==> src/rtl/householder_poll_directions_unit_assert.svh <==
// Assertion macros for the poll direction unit
`ifndef HOUSEHOLDER_POLL_DIRECTIONS_UNIT_ASSERT_SVH
`define HOUSEHOLDER_POLL_DIRECTIONS_UNIT_ASSERT_SVH
`ifndef SYNTHESIS
`define HPD_ASSERT_SAME(lbl, clk, rst_n, ante, cons) \
    lbl: assert property (@(posedge clk) disable iff (!rst_n) (ante) |-> (cons)) \
        else $error("assertion failed");
`define HPD_ASSERT_NEXT(lbl, clk, rst_n, ante, cons) \
    lbl: assert property (@(posedge clk) disable iff (!rst_n) (ante) |=> (cons)) \
        else $error("assertion failed");
`else
`define HPD_ASSERT_SAME(lbl, clk, rst_n, ante, cons)
`define HPD_ASSERT_NEXT(lbl, clk, rst_n, ante, cons)
`endif
`endif

==> src/rtl/hpd_pkg.sv <==
package hpd_pkg;

    localparam int N_OPT_DEF = 4;

    localparam int CFG_IDX_W  = 2;
    localparam int CFG_DATA_W = 16;

    localparam logic [CFG_IDX_W-1:0] REG_SAT_LIMIT  = 2'd0;
    localparam logic [CFG_IDX_W-1:0] REG_EXP_OFFSET = 2'd1;

    localparam logic [15:0] SAT_LIMIT_RST  = 16'd16384;
    localparam logic [5:0]  EXP_OFFSET_RST = 6'd0;

    localparam logic signed [17:0] HOUSE_ONE = 18'sd16384;

    typedef enum logic [2:0] {
        S_IDLE,
        S_READ,
        S_MUL,
        S_HOUSE,
        S_SCALE,
        S_EMIT
    } t_state;

endpackage

==> src/rtl/householder_poll_directions_unit.sv <==
// Householder poll direction unit. Send N_OPT load items with start while busy is low; the
// last load of a set starts emission of the N_OPT x 2*N_OPT direction matrix, row by row,
// columns 0 to 2*N_OPT-1, the upper half holding the negated directions. busy is high from
// that last load until the final entry goes out. Each entry passes in order through the
// steps of one shared sequencer (store read, one 16x16 multiply, Householder round and
// clamp, row shift and round, saturate), and no load is taken until the matrix is out.
// Each entry appears on the result ports for exactly one cycle, marked by o_strobe, and
// the receiver cannot stall it: o_last_result flags the final entry. Configuration
// writes are always accepted and belong to idle periods; exponent_offset applies to
// rows loaded after the write.
`include "householder_poll_directions_unit_assert.svh"

module householder_poll_directions_unit
    import hpd_pkg::*;
#(
    parameter int N_OPT = N_OPT_DEF
) (
    input  logic                      i_clk,
    input  logic                      i_rst_n,
    input  logic                      start,
    output logic                      busy,
    input  logic signed [15:0]        i_random_value,
    input  logic signed [5:0]         i_frame_exponent,
    input  logic signed [5:0]         i_mesh_exponent,
    input  logic                      i_cfg_valid,
    output logic                      o_cfg_ready,
    input  logic [CFG_IDX_W-1:0]      i_cfg_index,
    input  logic [CFG_DATA_W-1:0]     i_cfg_data,
    output logic                      o_strobe,
    output logic [$clog2(N_OPT)-1:0]  o_row_index,
    output logic [$clog2(N_OPT):0]    o_column_index,
    output logic signed [15:0]        o_direction_value,
    output logic                      o_last_result
);

    localparam int W_IDX = $clog2(N_OPT);
    localparam int W_COL = W_IDX + 1;
    localparam logic [W_IDX-1:0] IDX_LAST = W_IDX'(N_OPT - 1);
    localparam logic [W_COL-1:0] COL_HALF = W_COL'(N_OPT);
    localparam logic [W_COL-1:0] COL_LAST = W_COL'(2 * N_OPT - 1);

    t_state r_state, n_state;

    logic [W_IDX-1:0] r_load_cnt;
    logic [W_IDX-1:0] r_row;
    logic [W_COL-1:0] r_col;
    logic [15:0]      r_sat_limit;
    logic [5:0]       r_exp_offset;
    logic             r_strobe;
    logic             r_last;

    logic signed [15:0] vec_mem [N_OPT];
    logic [3:0]         shift_mem [N_OPT];

    logic signed [15:0] r_vi;
    logic signed [15:0] r_vj;
    logic [3:0]         r_shift;
    logic signed [31:0] r_prod;
    logic signed [17:0] r_house;
    logic signed [20:0] r_raw;
    logic [W_IDX-1:0]   r_row_out;
    logic [W_COL-1:0]   r_col_out;
    logic signed [15:0] r_dir_out;

    logic             load_fire;
    logic             cfg_fire;
    logic             rd_en;
    logic             emit;
    logic             done;
    logic [W_IDX-1:0] col_j;
    logic             col_neg;
    logic signed [7:0] exp_sum;
    logic [3:0]       load_shift;

    logic [31:0]        prod_mag;
    logic [32:0]        prod_sum;
    logic [16:0]        prod_rnd;
    logic signed [17:0] term;
    logic signed [17:0] house_raw;
    logic signed [17:0] lim_s;
    logic signed [17:0] house_clamped;

    logic [16:0]        house_mag;
    logic [33:0]        scaled;
    logic [33:0]        scaled_sum;
    logic [19:0]        scaled_rnd;
    logic signed [20:0] raw_next;

    logic signed [21:0] emit_val;
    logic signed [15:0] emit_sat;

    assign load_fire   = start && !busy;
    assign o_cfg_ready = 1'b1;
    assign cfg_fire    = i_cfg_valid && o_cfg_ready;

    assign col_neg = (r_col >= COL_HALF);
    assign col_j   = col_neg ? W_IDX'(r_col - COL_HALF) : W_IDX'(r_col);
    assign done    = (r_row == IDX_LAST) && (r_col == COL_LAST);

    always_comb begin
        n_state = r_state;
        unique case (r_state)
            S_IDLE: begin
                if (load_fire && (r_load_cnt == IDX_LAST)) n_state = S_READ;
            end
            S_READ:  n_state = S_MUL;
            S_MUL:   n_state = S_HOUSE;
            S_HOUSE: n_state = S_SCALE;
            S_SCALE: n_state = S_EMIT;
            S_EMIT:  n_state = done ? S_IDLE : S_READ;
            default: n_state = S_IDLE;
        endcase
    end

    always_comb begin
        busy  = 1'b1;
        rd_en = 1'b0;
        emit  = 1'b0;
        unique case (r_state)
            S_IDLE:  busy  = 1'b0;
            S_READ:  rd_en = 1'b1;
            S_EMIT:  emit  = 1'b1;
            default: ;
        endcase
    end

    always_comb begin
        exp_sum = 8'(i_frame_exponent) - 8'(i_mesh_exponent) + 8'($signed(r_exp_offset));
        if (exp_sum < 0) begin
            load_shift = 4'd0;
        end else if (exp_sum > 8'sd15) begin
            load_shift = 4'd15;
        end else begin
            load_shift = exp_sum[3:0];
        end
    end

    always_comb begin
        prod_mag = r_prod[31] ? 32'(-r_prod) : 32'(r_prod);
        prod_sum = 33'(prod_mag) + 33'(1 << 14);
        prod_rnd = prod_sum[31:15];
        term     = r_prod[31] ? -$signed({1'b0, prod_rnd}) : $signed({1'b0, prod_rnd});
        house_raw = ((r_row == col_j) ? HOUSE_ONE : 18'sd0) - term;
        lim_s     = $signed({2'b00, r_sat_limit});
        if (house_raw > lim_s) begin
            house_clamped = lim_s;
        end else if (house_raw < -lim_s) begin
            house_clamped = -lim_s;
        end else begin
            house_clamped = house_raw;
        end
    end

    always_comb begin
        house_mag  = r_house[17] ? 17'(-r_house) : 17'(r_house);
        scaled     = 34'(house_mag) << r_shift;
        scaled_sum = scaled + 34'(1 << 13);
        scaled_rnd = scaled_sum[33:14];
        raw_next   = r_house[17] ? -$signed({1'b0, scaled_rnd}) : $signed({1'b0, scaled_rnd});
    end

    always_comb begin
        emit_val = col_neg ? -22'(r_raw) : 22'(r_raw);
        if (emit_val > 22'sd32767) begin
            emit_sat = 16'sh7fff;
        end else if (emit_val < -22'sd32768) begin
            emit_sat = -16'sh8000;
        end else begin
            emit_sat = emit_val[15:0];
        end
    end

    always_ff @(posedge i_clk) begin
        if (!i_rst_n) begin
            r_state      <= S_IDLE;
            r_load_cnt   <= '0;
            r_row        <= '0;
            r_col        <= '0;
            r_sat_limit  <= SAT_LIMIT_RST;
            r_exp_offset <= EXP_OFFSET_RST;
            r_strobe     <= 1'b0;
            r_last       <= 1'b0;
        end else begin
            r_state  <= n_state;
            r_strobe <= emit;
            r_last   <= emit && done;
            if (cfg_fire) begin
                case (i_cfg_index)
                    REG_SAT_LIMIT:  r_sat_limit  <= i_cfg_data;
                    REG_EXP_OFFSET: r_exp_offset <= i_cfg_data[5:0];
                    default: ;
                endcase
            end
            if (load_fire) begin
                r_load_cnt <= (r_load_cnt == IDX_LAST) ? '0 : r_load_cnt + 1'b1;
            end
            if (emit) begin
                if (r_col == COL_LAST) begin
                    r_col <= '0;
                    r_row <= (r_row == IDX_LAST) ? '0 : r_row + 1'b1;
                end else begin
                    r_col <= r_col + 1'b1;
                end
            end
        end
    end

    always_ff @(posedge i_clk) begin
        if (load_fire) begin
            vec_mem[r_load_cnt]   <= i_random_value;
            shift_mem[r_load_cnt] <= load_shift;
        end
        if (rd_en) begin
            r_vi    <= vec_mem[r_row];
            r_vj    <= vec_mem[col_j];
            r_shift <= shift_mem[r_row];
        end
    end

    always_ff @(posedge i_clk) begin
        if (r_state == S_MUL) r_prod <= r_vi * r_vj;
        if (r_state == S_HOUSE) r_house <= house_clamped;
        if (r_state == S_SCALE) r_raw <= raw_next;
        if (emit) begin
            r_row_out <= r_row;
            r_col_out <= r_col;
            r_dir_out <= emit_sat;
        end
    end

    assign o_strobe          = r_strobe;
    assign o_last_result     = r_last;
    assign o_row_index       = r_row_out;
    assign o_column_index    = r_col_out;
    assign o_direction_value = r_dir_out;

    `HPD_ASSERT_NEXT(a_emit_strobes, i_clk, i_rst_n, r_state == S_EMIT, o_strobe)
    `HPD_ASSERT_NEXT(a_partial_load_idle, i_clk, i_rst_n,
        load_fire && (r_load_cnt != IDX_LAST), r_state == S_IDLE && !o_strobe)
    `HPD_ASSERT_SAME(a_last_frees, i_clk, i_rst_n, o_strobe && o_last_result, !busy && r_load_cnt == '0)
    `HPD_ASSERT_SAME(a_last_has_strobe, i_clk, i_rst_n, o_last_result, o_strobe)

endmodule

==> config.mk <==
export PLATFORM = sky130hd
export DESIGN_NAME = householder_poll_directions_unit
export DESIGN_NICKNAME = d
export VERILOG_FILES = /design/src/rtl/hpd_pkg.sv /design/src/rtl/householder_poll_directions_unit.sv
export VERILOG_INCLUDE_DIRS = /design/src /design/src/rtl
export SDC_FILE = /design/constraint.sdc
export NUM_CORES = 1
export LEC_CHECK = 0
export ABC_AREA = 1
export BUFFER_PORTS_ARGS = -buffer_cell sky130_fd_sc_hd__buf_2
export CAP_MARGIN = 20
export CELL_PAD_IN_SITES_DETAIL_PLACEMENT = 0
export CELL_PAD_IN_SITES_GLOBAL_PLACEMENT = 2
export CORE_ASPECT_RATIO = 0.8
export CORE_MARGIN = 3
export CORE_UTILIZATION = 43
export CTS_CLUSTER_DIAMETER = 100
export DETAILED_ROUTE_END_ITERATION = 8
export MAX_ROUTING_LAYER = met4
export PLACE_DENSITY = 0.87
export SKIP_CTS_REPAIR_TIMING = 1
export SYNTH_ARGS = -nofsm -noshare
export SYNTH_HDL_FRONTEND = slang
export SYNTH_SLANG_ARGS = --single-unit
==> constraint.sdc <==
create_clock -name i_clk -period 13 [get_ports i_clk]
set_clock_uncertainty 0.1 [all_clocks]
set_input_delay 2.6 -clock i_clk [delete_from_list [all_inputs] [get_ports i_clk]]
set_output_delay 2.6 -clock i_clk [all_outputs]
set_load 0.005 [all_outputs]
==> metrics.md, run 1 <==
| Metric | Value |
|---|---|
| Placer Congestion | 0.860 |
| Cell with the most instances on the worst path | nand2_1 |
| Largest cells by area after synthesis | edfxtp_1, fa_1, nand2_1 |
| Num CTS Buffers | 27 |
| Antenna violations before repair | 2 |
| Reg-to-reg critical path startpoint | r_vj[6] |
| Count of clock tree sinks | 242 |
| Clk slew on worst S/H paths | 0.06 ns |
| Area share of the leading cell type in the synthesized netlist | 0.247 |
| Critical path class | flop to flop |
| FF/Latch Area | 6930 µm² |
| Number of distinct standard cells referenced by the synthesized netlist | 58 |
| Setup tns final | 0 ns |
| Transition time at the pin with the least slew margin | 1.05 ns |
| Kind of path behind the tightest hold check | flop to flop |
| Cell with the most instances after synthesis | nand2_1 |
| R2R Setup Slk | 5.86 ns |
| Floorplan row count | 78 |
| Area of combinational cells with multiple inputs | between 15000 and 20000 µm² |
| Critical-path cell with the highest stage delay | edfxtp_1 |
| Die height | 223 µm |
| Number of buffers on the longest clock path | 3 |
| Status | finished, final reports clean |
| Filler cell count in the final layout | approximately 5.6k |
| Avg WL per Cell | 16.9 µm |
| Synth cell count leaders | nand2_1, inv_1, fa_1, nor2_1, edfxtp_1 |
| Worst setup path startpoint | r_vj[6] |
| Remaining antenna violation count | 0 |
| Starting utilization of the core area | 0.440 |
| Wire length of the first global-routing pass | 106 mm |
| Layout cell share with drive strength beyond 1 | 0.0745 |
| Htree depth | 1 |
| CTS tree | built |
| Worst reg2reg endpoint | r_prod[31] |
| Cell count after synthesis | 3124 |
| Later-pin clock latency in the skew report | 0.58 ns |
| WL final | 66.0 mm |
| Die footprint | 61800 µm² |
| Syn nets | ~3.6k |
| Die width | approximately 280 µm |
| Peak fanout along the critical path | 16 |
| Clock period minus final worst setup slack | 7.14 ns |
| Number of DRC violations after detailed-routing iteration 0 | 1550 |
| Achievable Freq | 0.140 GHz |
| Setup repair after global routing missed its margin | no |
| Core Footprint | 57500 µm² |
| Total via count in the routed design | 19.8k |
| Crit path capture | r_prod[31] |
| Vias per Instance | 5.07 |
| Initial DRT Pass Iterations | 6 |
| Total standard cell area after synthesis | 25300 µm² |
| Total count of max-transition violations in the final report | 0 |
| Relative slew slack | 0.296 |
| Top-Level Pins | 75 |
| CP peak stage delay | 0.79 ns |
| Count of maximum capacitance violations | 0 |
| Worst Reg2Reg Path Length in Cells | 28 |
| Number of storage elements in the synthesis netlist | ~240 |
| Post-synth EDFFs | 208 |
| Worst Path Required | 13.21 ns |
| Share of flip-flops with an asynchronous set or reset | 0 |
| Syn avg cell area | between 8 and 9 µm² |
| DRC violation count after routing | 0 |
| Overall global routing resource usage | 0.221 |
| CP Launch Type | flop |
| Cell taking the most area after synthesis | edfxtp_1 |
| Area added between synthesis and finish | 7.84% |
| Vias in the first global route | 19.5k |
| Most instantiated flip-flop cell in the synthesis netlist | edfxtp_1 |
| Number of hold violations in the final report | 0 |
| Root buffer selected by CTS | clkbuf_16 |
| Total number of nets in the final design | 3591 |
| Setup-violating endpoint count in the final report | 0 |
| Detailed-placement wirelength estimate | 53.3 mm |
| Number of synthesis warnings | 0 |
| Pin count of the biggest net entering global routing | 55 |
| Aggregate global routing overflow | 0 |
| I/O Buffers | between 70 and 80 |
| Crit. End Element | flop |
| Sequential-to-total area share from yosys stat | 0.274 |
| Fin crit share | 0.550 |
| Arrival time of data at the critical path endpoint | 7.35 ns |
-- flip-flops by register name, indices dropped and copies added, names as in the netlist, 3 cells and up --
register           flops
o_column_index         3
o_direction_value     16
r_col                  3
r_exp_offset           6
r_house               18
r_prod                32
r_raw                 21
r_sat_limit           16
r_shift                4
r_state                3
r_vi                  16
r_vj                  16
shift_mem             16
vec_mem               64
-- worst max-delay path: cells and delay by family, from the launching register on --
family | cells | cell delay, ns
XOR/XNOR | 1 | 0.09
buffers and inverters | 5 | 0.27
flip-flops | 1 | 0.79
AO/OA/AOI/OAI | 6 | 1.31
AND/OR/NAND/NOR | 9 | 0.82
adder cells (fa/ha/maj) | 7 | 3.48
-- cell type report --
cell class                      instances  share of cell area
Multi-Input combinational cell       2153               0.572
Antenna cell                            2            0.000183
Clock inverter                         17              0.0101
Tap cell                              760              0.0349
Sequential cell                       242               0.254
Inverter                              621              0.0855
Timing Repair Buffer                   89              0.0178
Clock buffer                           31              0.0253
-- through the flow --
step | instance area, µm² | setup WS [ns] | util | std cells | hold WS [ns]
2_1_floorplan | 25300 | 6.60 | - | 3124 | 0.333
3_3_place_gp | 26300 | 5.89 | 0.458 | 3865 | 0.361
3_5_place_dp | 26300 | 5.89 | 0.458 | 3865 | 0.367
4_1_cts | 27300 | 5.91 | 0.475 | 3913 | 0.374
5_1_grt | 27300 | 5.33 | 0.475 | 3915 | 0.405
6_report | 27300 | 5.86 | 0.475 | 3915 | 0.373
-- cells by family after synthesis --
family                     share of synthesized area
DFF                                            0.274
other                                       0.000148
xor gates and xnor gates                      0.0384
buffers and inverters                          0.110
adders and majority gates                      0.281
and+or+nand+nor                                0.226
muxes                                       0.000791
AOI/OAI and AO/OA                             0.0708
-- cells in the final DEF, fill, tap and decap left out, types with 19 or more instances in the layout --
cell type / Yosys / layout
xnor2_1: 25 / 25
nand2_1: 750 / 750
xor2_1: 84 / 84
inv_1: 603 / 603
nand2_2: 25 / 25
nand3_1: 175 / 175
nand4_1: 28 / 28
fa_1: 268 / 268
dfxtp_1: 34 / 34
nor3_1: 26 / 24
edfxtp_1: 208 / 208
o22ai_1: 37 / 37
a21oi_1: 89 / 89
buf_2: 2 / 73
nor2_1: 227 / 225
ha_1: 139 / 139
o21ai_0: 148 / 148
or2_2: 19 / 19
clkbuf_16: 0 / 27
-- worst min path at each step --
| stage | from | endpoint | slack, ns | cells past startpoint |
|---|---|---|---|---|
| finish | r_exp_offset[0] | r_exp_offset[0] | 0.37 | 2 |
| floorplan | r_exp_offset[0] | r_exp_offset[0] | 0.33 | 2 |
| CTS | r_exp_offset[0] | r_exp_offset[0] | 0.37 | 2 |
| detailed placement | r_exp_offset[0] | r_exp_offset[0] | 0.37 | 2 |
| global route | r_exp_offset[3] | r_exp_offset[3] | 0.40 | 2 |
| global placement | r_exp_offset[0] | r_exp_offset[0] | 0.36 | 2 |
-- metal layers --
metal | vias up | wire length [µm] | track usage
li1 | 9757 | - | -
met1 | 9488 | 33800 | 0.341
met2 | 538 | 26900 | 0.310
met3 | 60 | 4270 | 0.0325
met4 | 0 | 1100 | 0.0368
met5 | - | 0 | -
Power of run 1 is not shown: default switching activity piles up to over one toggle a cycle in this logic, so the estimate is an artifact.
==> inputs of run 2 (changes only) <==
--- a/config.mk
+++ b/config.mk
@@ -13,11 +13,11 @@
 export CELL_PAD_IN_SITES_GLOBAL_PLACEMENT = 2
 export CORE_ASPECT_RATIO = 0.8
 export CORE_MARGIN = 3
-export CORE_UTILIZATION = 43
+export CORE_UTILIZATION = 40
 export CTS_CLUSTER_DIAMETER = 100
 export DETAILED_ROUTE_END_ITERATION = 8
 export MAX_ROUTING_LAYER = met4
-export PLACE_DENSITY = 0.87
+export PLACE_DENSITY = 0.82
 export SKIP_CTS_REPAIR_TIMING = 1
 export SYNTH_ARGS = -nofsm -noshare
 export SYNTH_HDL_FRONTEND = slang
==> constraint.sdc (replaced) <==
create_clock -name i_clk -period 7.1 [get_ports i_clk]
set_clock_uncertainty 0.1 [all_clocks]
set_input_delay 1.42 -clock i_clk [delete_from_list [all_inputs] [get_ports i_clk]]
set_output_delay 1.42 -clock i_clk [all_outputs]
set_load 0.005 [all_outputs]
==> metrics.md, run 2 (synthesized netlist as in run 1, its figures left out) <==
| Metric | Value |
|---|---|
| Status | finished, final reports clean (unchanged) |
| Commonest non-fill, non-tap cell in the layout | nand2_1 (unchanged) |
| Capture endpoint of the worst hold path | r_exp_offset[1] (was r_exp_offset[0]) |
| Vias in the first global route | 20.0k (was 19.5k) |
| Floorplan row count | 81 (was 78) |
| Top-Level Pins | 75 (unchanged) |
| I/O Buffers | 73 (unchanged) |
| Avg WL per Cell | 16.6 µm (was 16.9 µm) |
| Worst Reg2Reg Path Length in Cells | 28 (unchanged) |
| Worst Path Required | 7.31 ns (was 13.21 ns) |
| Total via count in the routed design | 20.0k (was 19.8k) |
| Starting utilization of the core area | 0.409 (was 0.440) |
| Vias per Instance | 4.94 (was 5.07) |
| Number of buffers on the longest clock path | 3 (unchanged) |
| Die width | 287 µm (was 277 µm) |
| Remaining antenna violation count | 0 (unchanged) |
| Root buffer selected by CTS | clkbuf_16 (unchanged) |
| Crit. End Element | flop (unchanged) |
| Peak fanout along the critical path | 10 (was 16) |
| Critical-path cell with the highest stage delay | fa_1 (was edfxtp_1) |
| Regs by FF count | vec_mem x64, r_prod x32, r_raw x21 (unchanged) |
| Flip-flop count of the largest register, all copies and words added | 64 (unchanged) |
| Transition time at the pin with the least slew margin | 1.06 ns (was 1.05 ns) |
| Num CTS Buffers | 29 (was 27) |
| Setup tns final | 0 ns (unchanged) |
| Total instance count after detailed placement | 3978 (was 3865) |
| Setup slack of the critical path after layout | 0.367 ns (was 5.86 ns) |
| Detailed-placement wirelength estimate | 55.3 mm (was 53.3 mm) |
| Achievable Freq | 0.149 GHz (was 0.140 GHz) |
| Arrival time of data at the critical path endpoint | 6.94 ns (was 7.35 ns) |
| Initial DRT Pass Iterations | 5 (was 6) |
| Count of maximum capacitance violations | 0 (unchanged) |
| Setup slack at placement | 0.143 ns (was 5.89 ns) |
| Setup-violating endpoint count in the final report | 0 (unchanged) |
| Die height | 231 µm (was 223 µm) |
| Highest-count cells in the layout ignoring fill and taps | nand2_1, inv_1, fa_1 (unchanged) |
| Total number of nets in the final design | 3643 (was 3591) |
| WL final | 67.3 mm (was 66.0 mm) |
| Crit path max-delay family | adder cells (unchanged) |
| Core Footprint | 61800 µm² (was 57500 µm²) |
| WHS Path Cells | 2 (unchanged) |
| Cell with the most instances on the worst path | nand2_1 (unchanged) |
| Overall global routing resource usage | 0.215 (was 0.221) |
| DRC violation count after routing | 0 (unchanged) |
| CP Launch Type | flop (unchanged) |
| Number of cells in the finished layout apart from fillers | 4048 (was 3915) |
| Worst reg2reg endpoint | r_prod[31] (unchanged) |
| Critical path class | flop to flop (unchanged) |
| Hold Path Origin | r_exp_offset[1] (was r_exp_offset[0]) |
| Count of clock tree sinks | 242 (unchanged) |
| Layout cell share with drive strength beyond 1 | 0.0897 (was 0.0745) |
| Die footprint | 66300 µm² (was 61800 µm²) |
| Number of DRC violations after detailed-routing iteration 0 | 1402 (was 1550) |
| Kind of path behind the tightest hold check | flop to flop (unchanged) |
| Fin crit share | 0.948 (was 0.550) |
| Clock period minus final worst setup slack | 6.73 ns (was 7.14 ns) |
| Placer Congestion | 0.882 (was 0.860) |
| Later-pin clock latency in the skew report | 0.60 ns (was 0.58 ns) |
| Relative slew slack | 0.294 (was 0.296) |
| Clk slew on worst S/H paths | 0.06 ns (about the same) |
| Wire length of the first global-routing pass | 110 mm (was 106 mm) |
| CTS tree | built (unchanged) |
| Number of buffer and inverter instances along the worst setup path | 5 (unchanged) |
| Worst hold slack | 0.383 ns (was 0.373 ns) |
| Largest register by flop count | vec_mem (unchanged) |
| Area added between synthesis and finish | 9.50% (was 7.84%) |
| Htree depth | 1 (unchanged) |
| Number of hold violations in the final report | 0 (unchanged) |
| Total count of max-transition violations in the final report | 0 (unchanged) |
| R2R Setup Slk | 0.37 ns (was 5.86 ns) |
| Reg-to-reg critical path startpoint | r_vi[6] (was r_vj[6]) |
| Pin count of the biggest net entering global routing | 47 (was 55) |
| CP peak stage delay | 0.57 ns (was 0.79 ns) |
| Antenna violations before repair | 13 (was 2) |
| Aggregate global routing overflow | 0 (unchanged) |
-- run 2: cell count changes in the layout (fill, tap and decap cells not counted), sizes merged --
cell,delta
buf,+50
inv,+3
diode,+7
bufinv,-6
clkbuf,+3
clkinvlp,+2
clkinv,+4
-- run 2: how the worst max path moves through the flow --
stage,from,cells past startpoint,slack [ns],to
after floorplan,r_vj[9],30,0.70,r_prod[31]
after global routing,r_vi[3],30,-0.0002,r_prod[31]
after CTS,r_vj[6],29,0.12,r_prod[31]
after detailed placement,r_vj[6],29,0.14,r_prod[31]
after global placement,r_vj[6],29,0.23,r_prod[31]
final,r_vi[6],28,0.37,r_prod[31]
-- run 2: worst reg2reg max path, delay by kind of cell, from the launching register on --
| kind | cells | cell delay, ns |
|---|---|---|
| flops | 1 | 0.49 |
| fa+ha+maj | 7 | 3.43 |
| compound gates | 6 | 0.81 |
| simple gates | 9 | 0.84 |
| xor+xnor | 1 | 0.16 |
| buf+inv | 5 | 0.60 |
-- run 2: area by class of cell --
cell class | instances | area [µm²]
clock buffer | 34 | 744
multi-input combinational | 2153 | 15600
tap | 830 | 1040
timing repair buffer | 139 | 861
fill | 6281 | 34100
clock inverter | 20 | 156
sequential | 242 | 6930
inverter | 621 | 2330
antenna | 9 | 22.5
-- run 2: stage by stage --
step / area (µm²) / utilization
2_1_floorplan: 25300 / -
3_3_place_gp: 26700 / 0.432
3_5_place_dp: 26700 / 0.432
4_1_cts: 27600 / 0.447
5_1_grt: 27700 / 0.448
6_report: 27700 / 0.448
-- run 2: metal layers --
layer / track usage / up-vias / share of wire
li1: - / 9890 / -
met1: 0.320 / 9618 / 0.51
met2: 0.302 / 425 / 0.41
met3: 0.0460 / 54 / 0.060
met4: 0.0383 / 0 / 0.013
met5: - / - / 0
Power of run 2 is left out for the same reason.
